--- config.mk ---
export PLATFORM = sky130hd
export DESIGN_NAME = ppc_err_acc
export DESIGN_NICKNAME = d
export VERILOG_FILES = /design/src/hdl/ppc_pkg.sv /design/src/hdl/ppc_err_acc.sv
export SDC_FILE = /design/constraint.sdc
export NUM_CORES = 1
export LEC_CHECK = 0
export BUFFER_PORTS_ARGS = -buffer_cell sky130_fd_sc_hd__buf_2
export CAP_MARGIN = 20
export CORE_MARGIN = 2
export CORE_UTILIZATION = 34
export CTS_BUF_LIST = sky130_fd_sc_hd__clkbuf_16
export DETAILED_ROUTE_END_ITERATION = 10
export SYNTH_ARGS = -nofsm -noshare
export SYNTH_HDL_FRONTEND = slang
export SYNTH_SLANG_ARGS = --single-unit
export TNS_END_PERCENT = 10
--- constraint.sdc ---
create_clock -name clk_i -period 3.17 [get_ports clk_i]
set_clock_uncertainty 0.2 [all_clocks]
set_input_delay 0.1585 -clock clk_i [delete_from_list [all_inputs] [get_ports clk_i]]
set_output_delay 0.1585 -clock clk_i [all_outputs]
set_load 0.03 [all_outputs]
--- src/hdl/ppc_pkg.sv ---
// ppc_pkg: widths, register indexes, reset values and shared types
// for the pi position controller; no dependencies
package ppc_pkg;

  localparam int POS_W      = 16;
  localparam int WIN_W      = 16;
  localparam int PGAIN_W    = 24;
  localparam int IGAIN_W    = 20;
  localparam int LIMIT_W    = 16;
  localparam int DRIVE_W    = 16;
  localparam int FRAC_SHIFT = 12;
  localparam int CFG_IDX_W  = 2;
  localparam int CFG_DATA_W = 24;

  // register indexes
  localparam logic [CFG_IDX_W-1:0] CFG_ERROR_WINDOW = 2'd0;
  localparam logic [CFG_IDX_W-1:0] CFG_P_GAIN       = 2'd1;
  localparam logic [CFG_IDX_W-1:0] CFG_I_GAIN       = 2'd2;
  localparam logic [CFG_IDX_W-1:0] CFG_DRIVE_LIMIT  = 2'd3;

  // reset values
  localparam logic [WIN_W-1:0]   RST_ERROR_WINDOW = 16'd26;
  localparam logic [PGAIN_W-1:0] RST_P_GAIN       = 24'd840000;
  localparam logic [IGAIN_W-1:0] RST_I_GAIN       = 20'd2040;
  localparam logic [LIMIT_W-1:0] RST_DRIVE_LIMIT  = 16'd20000;

  typedef struct packed {
    logic [WIN_W-1:0]   error_window;
    logic [PGAIN_W-1:0] p_gain;
    logic [IGAIN_W-1:0] i_gain;
    logic [LIMIT_W-1:0] drive_limit;
  } ppc_cfg_t;

  typedef struct packed {
    logic adv;
    logic vld;
  } ppc_stage_t;

  typedef struct packed {
    logic [POS_W-1:0] mag;
    logic             right;
  } ppc_err_t;

endpackage

--- src/hdl/ppc_err_acc.sv ---
// ppc_err_acc: error magnitude, direction and saturating error sum
// depends on ppc_pkg
module ppc_err_acc import ppc_pkg::*; #(
  parameter int SUM_WIDTH = 24
) (
  input  logic                 clk_i,
  input  logic                 rst_ni,
  input  ppc_stage_t           stage_i,
  input  logic [POS_W-1:0]     act_i,
  input  logic [POS_W-1:0]     ref_i,
  input  logic [WIN_W-1:0]     window_i,
  output ppc_err_t             err_o,
  output logic [SUM_WIDTH-1:0] sum_o
);

  logic                 ref_gt;
  ppc_err_t             err_d, err_q;
  logic [SUM_WIDTH:0]   sum_ext;
  logic [SUM_WIDTH-1:0] sum_d, sum_q;

  assign ref_gt = ref_i > act_i;

  always_comb begin
    err_d.right = ref_gt;
    err_d.mag   = ref_gt ? (ref_i - act_i) : (act_i - ref_i);
    sum_ext     = {1'b0, sum_q} + (SUM_WIDTH + 1)'(err_d.mag);
    if (err_d.mag > window_i) begin
      sum_d = '0;
    end else if (sum_ext[SUM_WIDTH]) begin
      sum_d = '1;
    end else begin
      sum_d = sum_ext[SUM_WIDTH-1:0];
    end
  end

  // the sum moves only when a real word enters this stage
  always_ff @(posedge clk_i or negedge rst_ni) begin
    if (!rst_ni) begin
      sum_q <= '0;
    end else if (stage_i.adv && stage_i.vld) begin
      sum_q <= sum_d;
    end
  end

  always_ff @(posedge clk_i) begin
    if (stage_i.adv) begin
      err_q <= err_d;
    end
  end

  assign err_o = err_q;
  assign sum_o = sum_q;

endmodule

## After elaboration in Yosys (flattened, before gate mapping)

Index checks and enable logic that the tools add are counted.

- Input bits: 52
- Word-level logic and storage cells: 12
- Output and inout bits: 41
- Register bits after elaboration: 41

- Multiplexer cells: 3
- Add/sub/neg operators: 3
- Magnitude comparators: 2
- Reduce and logical (&&, ||, !) cells: 1

Operators with widths:

| operator | number |
|---|---|
| 2-to-1 mux 24 bit | 2 |
| greater-than comparator 16 bit | 2 |
| subtractor 16 bit | 2 |
| adder 24 x 16 -> 25 bit | 1 |
| 2-to-1 mux 16 bit | 1 |
| logical AND 1 bit | 1 |

## Logic depth before layout (Yosys ltp)

- Word-level depth: 5
- Gate-level depth with buffers: 22
- Mapped depth without buffers: 19

## Worst setup path after synthesis

No wires, ideal clock.

- Path type: input port to flip-flop
- From: input ref_i[0]
- To: register sum_q[21] (netlist: sum_o[21])
- Setup time: 0.121 ns
- Data arrival time: 3.956 ns
- Stages on the path: 19
- Setup slack: -1.107 ns
- Cell sequence: inv_1 ha_1 inv_1 fa_1 a21o_1 a221oi_4 o2bb2ai_2 o22ai_2 or3_1 nand2_1 xnor2_1 ha_1 a21o_1 or3_1 o211a_1 o31ai_4 a21oi_2 o21bai_1 a22o_1

RTL lines:

| what | line | text |
|---|---|---|
| start: declaration | ppc_err_acc.sv:10 | `input logic [POS_W-1:0] ref_i,` |
| end signal: assignment | ppc_err_acc.sv:41 | `sum_q <= sum_d;` |
| end: declaration | ppc_err_acc.sv:19 | `logic [SUM_WIDTH-1:0] sum_d, sum_q;` |

==> impl_metrics.env <==
export IMPL_status="complete, but fails checks"
export IMPL_violations="setup timing"
export IMPL_dp_hpwl_um=11900
export IMPL_coreArea_mm2=0.0131
export IMPL_grt_pass1_vias=4976
export IMPL_path_class="in2reg"
export IMPL_min_period_over_period=1.34
export IMPL_syn_area_mm2=0.00455
export IMPL_yosysSeqAreaShare=0.244
export IMPL_instances_no_fill=968
export IMPL_async_flop_share=0.585
export IMPL_synthAdderAreaFrac=0.186
export IMPL_synth_xor_area_share=0.0481
export IMPL_antenna_found_initial=0
export IMPL_rows=42
export IMPL_synth_top_area_share=0.173
export IMPL_die_w_um=120
export IMPL_cp_arrival_ns=4.27
export IMPL_syn_nets=665
export IMPL_maxSlewHeadroom=0.603
export IMPL_worst_pin_slew_ns=0.595
export IMPL_synth_mux_area_frac=0.0157
export IMPL_ant_nets=0
export IMPL_io_buffers=92
export IMPL_routed_wl_um=14600
export IMPL_grt_overflow=0
export IMPL_cts_htree_levels=2
export IMPL_required_ns=3.18
export IMPL_cp_max_fo=5
export IMPL_cts_buffers=5
export IMPL_final_nets=909
export IMPL_total_power_w=0.00470
export IMPL_drc=0
export IMPL_area_growth_pct=51.8
export IMPL_yosysMostFrequentCell="ha_1"
export IMPL_ys_seq_elements=41
export IMPL_synthSimpleGateAreaFrac=0.158
export IMPL_clk_latency_ns=0.29
export IMPL_crit_buf_inv=4
export IMPL_vias=5014
export IMPL_io_pins=93
export IMPL_rsz0062_at_grt="yes"
export IMPL_netlist_top_cells_count="63 x ha_1, 60 x inv_1, 56 x nand2_1, 42 x a21oi_1, 37 x o21ai_0"
export IMPL_dp_cells=946
export IMPL_root_buffer="clkbuf_16"
export IMPL_viasPerCell=5.18
export IMPL_clockBufferDepth=2
export IMPL_cp_start_kind="input pin"
export IMPL_die_area_mm2=0.0143
export IMPL_drive_gt1_frac=0.403
export IMPL_clk_pin_slew_worst_paths_ns=0.07
export IMPL_max_vdd_ir_drop_mv=0.242
export IMPL_gp_congestion=0.899
export IMPL_cpPeakStageDelay_ns=0.45
export IMPL_synth_cell_types=66
export IMPL_netlist_instances=547
export IMPL_fin_crit_ns=4.26
export IMPL_synth_area_leaders="ha_1 17%, dfrtp_1 13%, edfxtp_1 11%, inv_1 4.9%, a21oi_1 4.6%"
export IMPL_hold_class="in2reg"
export IMPL_end_kind="register"
export IMPL_yosysTopAreaCell="ha_1"
export IMPL_finalHoldViolCount=0
export IMPL_finalSetupViolations=24
export IMPL_critical_path_top_delay_family="compound AO/OA/AOI/OAI gates"
export IMPL_cts_sinks=41
export IMPL_grtUsageTotal=0.201
export IMPL_synth_edf_count=17
export IMPL_ys_flop_type="dfrtp_1"
export IMPL_ys_warnings_count=0
export IMPL_utilization=0.526
export IMPL_diodes=0
export IMPL_synth_compound_area_frac=0.276
export IMPL_initial_core_util=0.346
export IMPL_setup_ws_ns=-1.09
export IMPL_slew_viol_final=0
export IMPL_crit_slowest_cell="or3_4"
export IMPL_setup_tns_final_ns=-23.17
export IMPL_powerDensity_mw_per_mm2=680
export IMPL_synth_area_per_cell_um2=8.32
export IMPL_routedWlPerCell_um=15.1
export IMPL_die_y_um=120
export IMPL_first_pass_iters=5
export IMPL_initialDrtViolationCount=175
export IMPL_cts_tree="yes"
export IMPL_fmax_mhz=235
export IMPL_power_leakage_nw=3.55
export IMPL_cap_violations=0
export IMPL_grt_max_degree=27
export IMPL_grt_pass1_wl_um=23400
export IMPL_path_cells="buf_12, inv_12, ha_4, inv_2, fa_2, a21o_1, a221oi_4, o2bb2ai_4, o22ai_4, or3_4, nand2_4, xnor2_4, ha_4, a21o_1, or3_4, o211a_4, o31ai_4, buf_6, nand2_1, a31oi_1, a2bb2oi_1"
export IMPL_synth_top_family_by_area="compound AO/OA/AOI/OAI gates"
==> registers in the layout, summed over array words and instances, names as in the netlist <==
| name | cells |
|---|---|
| err_o | 17 |
| sum_o | 24 |
==> layout by cell type, fill, tap and decap left out, drive strengths merged, types with 6 or more instances in the layout <==
cell and n:
buf 253, nand4 11, o211ai 6, o21ai 38, xor2 9, edfxtp 17, and3 6, nand3 11
a21o 19, a31oi 6, ha 63, xnor2 16, nor2 30, a211oi 11, dfrtp 24, o21bai 11
inv 60, mux2i 6, a21oi 43, o21a 9, nand2 57
==> cell type report <==
cell class	instances	area, um2
clock buffers	5	125
clock inverters	3	41.3
fillers	1237	6230
inverters	60	238
multi-input cells	428	3420
flip-flops and latches	41	1110
well taps	176	220
repair buffers	255	1750
==> cell families (layout without fill, tap and decap cells) <==
kind of cell,count (synthesis),count (layout)
muxes,7,7
DFF,41,41
AOI/OAI and AO/OA,184,184
xor gates and xnor gates,25,25
buffers and inverters,78,323
adders and majority gates,66,66
and+or+nand+nor,146,146
==> metrics by stage <==
stage	cell area, um2	hold WS [ns]	setup WS (ns)
final	6910	0.128	-1.09
after floorplan	4590	-0.337	-1.06
after CTS	6620	0.126	-0.976
after global placement	6300	-0.0137	-1.33
after global routing	6910	0.137	-1.20
after detailed placement	6300	-0.00549	-1.40
==> worst reg2reg max path, cell delays in order (launching register included) <==
cell and delay, ns:
dfrtp_1 0.40, ha_1 0.22, inv_1 0.07, fa_1 0.19, nor2b_1 0.07, o31a_1 0.30, o211a_4 0.27, o31ai_4 0.33
buf_6 0.17, nand2_1 0.09, a31oi_1 0.21, a2bb2oi_1 0.19
==> power by group <==
| part | internal (W) | switching, W |
|---|---|---|
| registers | 0.000721 | 0.000141 |
| clock network | 0.000369 | 0.000217 |
| logic | 0.00153 | 0.00172 |
| total | 0.00262 | 0.00208 |
==> path summary, 6_finish.rpt <==
path / cells after the start / slack (ns) / to / start
worst min register to register: 2 / 0.30 / sum_o[0] / sum_o[0]
worst max register to register: 11 / 0.38 / sum_o[16] / sum_o[0]
max in group asynchronous: 2 / 2.16 / sum_o[8] / rst_ni
worst max-delay path: 21 / -1.09 / sum_o[16] / ref_i[0]
worst min-delay path: 1 / 0.13 / err_o[2] / stage_i[1]
min in group asynchronous: 2 / 0.20 / sum_o[0] / rst_ni
==> per-layer routing <==
layer / part of all wire / global-route usage
met5: 0 / 0
met4: 0.024 / 0.0676
met3: 0.037 / 0.0204
met2: 0.52 / 0.376
met1: 0.42 / 0.239
==> repair_timing <==
item,4_1_cts,5_1_grt
cloned,2,0
setup buffers,6,5
resized for setup,21,56
endpoints found under the hold margin,24,0
hold buffers,1,0
pin swaps,21,31
setup endpoints to repair,24,24
(Power assumes the default switching activity.)
