## src/hdl/ppc_pkg.sv

```systemverilog
// ppc_pkg: widths, register indexes, reset values and shared types
// for the pi position controller; no dependencies
package ppc_pkg;

  localparam int POS_W      = 16;
  localparam int WIN_W      = 16;
  localparam int PGAIN_W    = 24;
  localparam int IGAIN_W    = 20;
  localparam int LIMIT_W    = 16;
  localparam int DRIVE_W    = 16;
  localparam int FRAC_SHIFT = 12;
  localparam int CFG_IDX_W  = 2;
  localparam int CFG_DATA_W = 24;

  // register indexes
  localparam logic [CFG_IDX_W-1:0] CFG_ERROR_WINDOW = 2'd0;
  localparam logic [CFG_IDX_W-1:0] CFG_P_GAIN       = 2'd1;
  localparam logic [CFG_IDX_W-1:0] CFG_I_GAIN       = 2'd2;
  localparam logic [CFG_IDX_W-1:0] CFG_DRIVE_LIMIT  = 2'd3;

  // reset values
  localparam logic [WIN_W-1:0]   RST_ERROR_WINDOW = 16'd26;
  localparam logic [PGAIN_W-1:0] RST_P_GAIN       = 24'd840000;
  localparam logic [IGAIN_W-1:0] RST_I_GAIN       = 20'd2040;
  localparam logic [LIMIT_W-1:0] RST_DRIVE_LIMIT  = 16'd20000;

  typedef struct packed {
    logic [WIN_W-1:0]   error_window;
    logic [PGAIN_W-1:0] p_gain;
    logic [IGAIN_W-1:0] i_gain;
    logic [LIMIT_W-1:0] drive_limit;
  } ppc_cfg_t;

  typedef struct packed {
    logic adv;
    logic vld;
  } ppc_stage_t;

  typedef struct packed {
    logic [POS_W-1:0] mag;
    logic             right;
  } ppc_err_t;

endpackage

```

## src/hdl/ppc_drive_calc.sv

```systemverilog
// ppc_drive_calc: registered gain products, then sum, shift and clamp
// depends on ppc_pkg
module ppc_drive_calc import ppc_pkg::*; #(
  parameter int SUM_WIDTH = 24
) (
  input  logic                 clk_i,
  input  logic                 adv_i,
  input  ppc_cfg_t             cfg_i,
  input  ppc_err_t             err_i,
  input  logic [SUM_WIDTH-1:0] sum_i,
  output logic [DRIVE_W-1:0]   drive_o,
  output logic                 right_o
);

  localparam int LO_W  = SUM_WIDTH / 2;
  localparam int HI_W  = SUM_WIDTH - LO_W;
  localparam int P_W   = PGAIN_W + POS_W;
  localparam int ILO_W = IGAIN_W + LO_W;
  localparam int IHI_W = IGAIN_W + HI_W;
  localparam int I_W   = IGAIN_W + SUM_WIDTH;
  localparam int ACC_W = ((P_W > I_W) ? P_W : I_W) + 1;
  localparam int U_W   = ACC_W - FRAC_SHIFT;

  logic [P_W-1:0]     p_prod_q;
  logic [ILO_W-1:0]   ilo_prod_q;
  logic [IHI_W-1:0]   ihi_prod_q;
  logic               right_c_q;
  logic [ACC_W-1:0]   acc;
  logic [U_W-1:0]     u;
  logic [DRIVE_W-1:0] drive_d, drive_q;
  logic               right_q;

  // i_gain * sum is split in two halves to keep each multiplier narrow
  always_ff @(posedge clk_i) begin
    if (adv_i) begin
      p_prod_q   <= P_W'(cfg_i.p_gain) * P_W'(err_i.mag);
      ilo_prod_q <= ILO_W'(cfg_i.i_gain) * ILO_W'(sum_i[LO_W-1:0]);
      ihi_prod_q <= IHI_W'(cfg_i.i_gain) * IHI_W'(sum_i[SUM_WIDTH-1:LO_W]);
      right_c_q  <= err_i.right;
    end
  end

  always_comb begin
    acc = ACC_W'(p_prod_q) + ACC_W'(ilo_prod_q) + (ACC_W'(ihi_prod_q) << LO_W);
    u   = acc[ACC_W-1:FRAC_SHIFT];
    if (u > U_W'(cfg_i.drive_limit)) begin
      drive_d = cfg_i.drive_limit;
    end else begin
      drive_d = u[DRIVE_W-1:0];
    end
  end

  always_ff @(posedge clk_i) begin
    if (adv_i) begin
      drive_q <= drive_d;
      right_q <= right_c_q;
    end
  end

  assign drive_o = drive_q;
  assign right_o = right_q;

endmodule

```

## config.mk

```make
export PLATFORM = sky130hd
export DESIGN_NAME = ppc_drive_calc
export DESIGN_NICKNAME = d
export VERILOG_FILES = /design/src/hdl/ppc_pkg.sv /design/src/hdl/ppc_drive_calc.sv
export SDC_FILE = /design/constraint.sdc
export NUM_CORES = 2
export LEC_CHECK = 0
export BUFFER_PORTS_ARGS = -buffer_cell sky130_fd_sc_hd__buf_2
export CORE_MARGIN = 2
export CORE_UTILIZATION = 60
export CTS_CLUSTER_DIAMETER = 50
export DETAILED_ROUTE_END_ITERATION = 10
export GPL_TIMING_DRIVEN = 1
export PLACE_DENSITY = 0.89
export SYNTH_ARGS = -nofsm -noshare
export SYNTH_HDL_FRONTEND = slang
export SYNTH_SLANG_ARGS = --single-unit
export TNS_END_PERCENT = 50
```

## constraint.sdc

```tcl
create_clock -name clk_i -period 8.2 [get_ports clk_i]
set_clock_uncertainty 0.1 [all_clocks]
set_input_delay 1.23 -clock clk_i [delete_from_list [all_inputs] [get_ports clk_i]]
set_output_delay 1.23 -clock clk_i [all_outputs]
set_load 0.02 [all_outputs]
```

; Word-level counts from Yosys, hierarchy flattened
; Index checks and enable logic that the tools add are counted.
[classes]
addsub = 2
mul = 3
order_cmp = 1
n_mux = 1
[op_table]
columns = cell, n
row1 = $mul 20x12->32, 2
row2 = $add 41x44->45, 1
row3 = $add 40x32->41, 1
row4 = $mul 24x16->40, 1
row5 = $gt 33x16->1, 1
row6 = $mux 16, 1
[totals]
register_bits = 122
inputBits = 119
word_cells = 13

; Depth between registers and ports, before layout
[depth]
depth_word = 4
ltp_mapped = 26
ltp_nobuf = 24

; Least setup slack after synthesis
; OpenSTA, ideal clock, no wires.
[synth_timing]
kind = in2reg
start = in cfg_i[46] (netlist bit)
end = reg p_prod_q[39] (data pin)
arrival_ns = 6.778
t_required_ns = 7.839
setup_slack_ns = 1.060
stages = 23
path_buffers = 2
path_cell_list = clkbuf_1 nand2_1 fa_1 fa_1 fa_1 inv_1 fa_1 fa_1 inv_1 fa_1 inv_1 ha_1 clkbuf_1 nand2_1 o21ai_0 nor4_1 o31ai_1 a31oi_1 o31ai_1 a211oi_1 or3_1 a21oi_1 nor3b_1
[synth_between]
elab_chain_cells = 1
[synth_rtl]
columns = item, line_no
row1 = from (decl), ppc_drive_calc.sv:8  ; input ppc_cfg_t cfg_i,
row2 = $mul 24x16->40, ppc_drive_calc.sv:36  ; p_prod_q <= P_W'(cfg_i.p_gain) * P_W'(err_i.mag);
row3 = to (signal assigned), ppc_drive_calc.sv:36
row4 = to (decl), ppc_drive_calc.sv:24  ; logic [P_W-1:0] p_prod_q;
; Every way passes these cells.
; A chain may end at the register's enable or synchronous reset.

; Worst setup path in the final report
[layout_timing]
start = in err_i[3] (netlist bit)
end = reg p_prod_q[37] (data pin)
[layout_between]
elab_chain_cells = 1
[layout_rtl]
columns = item, line_no
row1 = from (decl), ppc_drive_calc.sv:9  ; input ppc_err_t err_i,
row2 = $mul 24x16->40, ppc_drive_calc.sv:36
; Every way passes these cells.

==> results.md <==
| Result | Reported | Unit |
|---|---|---|
| Status | complete, no violations | - |
| Top library cells by usage in the layout, fill and taps aside | sky130_fd_sc_hd__inv_1, sky130_fd_sc_hd__fa_1, sky130_fd_sc_hd__nand2_1 | - |
| Row count | 86 | - |
| Hold buffers post-CTS | 0 | - |
| Quantity of I/O buffers inserted on ports | 119 | - |
| TritonCTS sink count | 122 | - |
| Unrepaired setup endpoints after global routing | no | - |
| Number of warnings reported in the yosys synthesis log | 0 | - |
| Total standard cell area after synthesis | 33800 | um^2 |
| Antenna violations before repair | 4 | - |
| Number of vias in the routed layout | 25500 | - |
| Number of iterations in the first detailed-routing pass | 5 | - |
| Number of enable-type register cells in the synthesized netlist | 122 | - |
| Clock root buffer master | sky130_fd_sc_hd__clkbuf_16 | - |
| Number of post-CTS setup repair buffers | 0 | - |
| First-pass GRT wire length | 133 | mm |
| Slew at the pin closest to its max-slew limit | 866 | ps |
| Max-cap check violation count | 0 | - |
| Clock edge transition at the registers on the reported setup and hold paths | 60 | ps |
| Final critical-path required period | 7600 | ps |
| Setup Total Neg Slack | 0 | ps |
| Cells after Synth | 3653 | - |
| Post-synthesis xor/xnor area fraction | 2.39 | % |
| Stage delay of the slowest cell on the critical path | 550 | ps |
| Top FF cell, synth | sky130_fd_sc_hd__edfxtp_1 | - |
| Required time at the worst-slack endpoint | 8270 | ps |
| Avg Synthesized Cell Area | 9.25 | um^2 |
| Number of buffers added by the clock tree synthesis step | 17 | - |
| Setup slack of the worst register-to-register path | 1870 | ps |
| Final hold violation count | 0 | - |
| Worst hold stages | 0 | - |
| Die ar. | 58200 | um^2 |
| Critical Path Start Type | input pin | - |
| Vias in the first global route | 27900 | - |
| Arrival time at the worst endpoint | 7670 | ps |
| Path category of the worst min-delay check | reg2reg | - |
| HPWL reported at the end of detailed placement | 62.9 | mm |
| Cell seen most often among critical-path stages | sky130_fd_sc_hd__fa_1 | - |
| Startpoint-to-endpoint class of the critical path | in2reg | - |
| Multiplexer share of the synthesized area | 0.752 | % |
| Final count of pins violating max slew | 0 | - |
| Largest net degree at the start of global routing | 69 | - |
| Floorplan die height | 241 | um |
| Headroom to the max-slew limit | 42.3 | % |
| DRC violation count after routing | 0 | - |
| Portion of the post-synthesis area used by sequential elements | 10.8 | % |
| Synthesized netlist net count | 4784 | - |
| Post-route ant nets | 0 | - |
| Starting Density | 61.0 | % |
| Fin nets | 4786 | - |
| Share of the clock period used by the worst path | 92.7 | % |
| CP Cell Sequence | buf_2 -> nand2_1 -> fa_1 -> fa_1 -> fa_1 -> inv_1 -> fa_1 -> fa_1 -> inv_1 -> fa_1 -> inv_1 -> ha_1 -> a21oi_1 -> o21ai_0 -> nor4_1 -> o31ai_1 -> a31oi_1 -> o31ai_1 -> buf_4 -> a211oi_1 -> o31ai_1 -> a21oi_1 -> xnor2_1 | - |
| Post-Synth Simple-Gate Area | 16.1 | % |
| Critical path endpoint category | flop | - |
| Vias per std cell | 5.76 | - |
| Placeable core region | 55400 | um^2 |
| Last weighted congestion value of the routability-driven placer | 0.938 | - |
| Largest family of logic cells by synthesized area | adder cells | - |
| Highest clock frequency the design can meet | 0.132 | GHz |
| Yosys reg bits | 122 | - |
| Number of cell instances on the worst register-to-register path | 21 | - |
| Top-Level Pins | 136 | - |
| Average wire per cell in the routed design | 17.7 | um |
| Syn-to-layout area delta | 5.04 | % |
| Number of distinct library cells after synthesis | 78 | - |
| Total congestion overflow after global routing | 0 | - |
| GRT Overall Usage | 28.5 | % |
| Die Span X | 241 | um |
| Share of async-settable or async-resettable flops after synthesis | 0 | % |
| CTS tree | done | - |
| Total Routed Length | 78.1 | mm |
| Leading cell type in the layout, fill and taps excluded | sky130_fd_sc_hd__inv_1 | - |
| Synth Area in Compound Gates | 7.13 | % |
| Adder and majority gate portion of the synthesized area | 52.7 | % |
| Number of instances resized during post-cts repair | 0 | - |
| Starting DRT DRC Count | 1844 | - |
| Fraction of final layout cells sized beyond drive strength 1 | 5.64 | % |
| Clock tree buffer depth | 2 | - |
| Critical path's slowest cell | sky130_fd_sc_hd__fa_1 | - |
| Final count of negative-setup-slack endpoints | 0 | - |
| Fillcell total | 4132 | - |
| Level count of the clock H-tree | 4 | - |
| Biggest fanout along the worst timing path | 24 | - |
| Clock insertion delay at the later pin of the skew report | 430 | ps |
-- path summary, 6_finish.rpt --
check | start | to
max | err_i[3] | p_prod_q[37]
min | right_c_q | right_o
max reg2reg | p_prod_q[6] | drive_o[10]
min reg2reg | right_c_q | right_o
-- cells by family (layout without fill, tap and decap cells) --
kind of cell / Yosys count / in the layout
buffers and inverters: 897 / 912
XOR/XNOR: 92 / 92
adder cells (fa/ha/maj): 1012 / 1012
flip-flops: 122 / 122
AO/OA/AOI/OAI: 358 / 358
AND/OR/NAND/NOR: 1152 / 1152
multiplexers: 20 / 20
other: 0 / 4
-- area by class of cell --
type / instances / area (um^2) / area share [%]
antenna: 4 / 10.0 / 0.0282
multi-input combinational: 2634 / 26700 / 75.3
sequential: 122 / 3660 / 10.3
tap: 748 / 936 / 2.64
clock inverter: 15 / 174 / 0.490
clock buffer: 17 / 425 / 1.20
inverter: 735 / 2760 / 7.78
timing repair buffer: 145 / 793 / 2.24
-- cells in the mapped netlist, types with 27 or more instances --
cell | number | area, um^2
sky130_fd_sc_hd__ha_1 | 326 | 4080
sky130_fd_sc_hd__and2_1 | 300 | 1880
sky130_fd_sc_hd__a21oi_1 | 96 | 480
sky130_fd_sc_hd__nor2_1 | 75 | 282
sky130_fd_sc_hd__xor2_1 | 27 | 236
sky130_fd_sc_hd__fa_1 | 686 | 13700
sky130_fd_sc_hd__clkbuf_1 | 157 | 589
sky130_fd_sc_hd__nand2_1 | 631 | 2370
sky130_fd_sc_hd__a21o_1 | 51 | 383
sky130_fd_sc_hd__inv_1 | 735 | 2760
sky130_fd_sc_hd__nand3_1 | 31 | 155
sky130_fd_sc_hd__o21ai_0 | 63 | 315
sky130_fd_sc_hd__edfxtp_1 | 122 | 3660
sky130_fd_sc_hd__xnor2_1 | 65 | 569
-- per-stage QoR --
stage | cell area [um^2] | hold slack, ps | setup slack (ps) | util (%) | cells
after global routing | 35500 | 354 | 61.6 | 64.0 | 4419
final | 35500 | 320 | 602 | 64.0 | 4420
after CTS | 35500 | 322 | 641 | 64.0 | 4416
after global placement | 34900 | 304 | 341 | 62.9 | 4384
after detailed placement | 34900 | 309 | 242 | 62.9 | 4384
after floorplan | 33800 | 300 | 1060 | - | 3653
-- metal layers --
layer | part of all wire [%] | vias up | track usage, %
met1 | 37 | 12800 | 34.8
met3 | 8.4 | 254 | 5.10
met2 | 51 | 1127 | 50.6
met5 | 0.0090 | - | 0
met4 | 3.8 | 2 | 10.9
li1 | - | 11200 | -
-- sequential cells by signal (all words and copies together) (netlist names) --
signal	cells
drive_o	16
ihi_prod_q	32
ilo_prod_q	32
p_prod_q	40
right_c_q	1
right_o	1
-- worst max-delay path: cells and delay by family --
kind / cells / cell delay, ps
buf+inv: 5 / 750
xor+xnor: 1 / 90
fa+ha+maj: 7 / 3390
compound gates: 8 / 1800
simple gates: 2 / 380
Power is left out: the tool's default activity adds up to more than one toggle a clock period on the data nets, which glitch-free logic cannot reach.
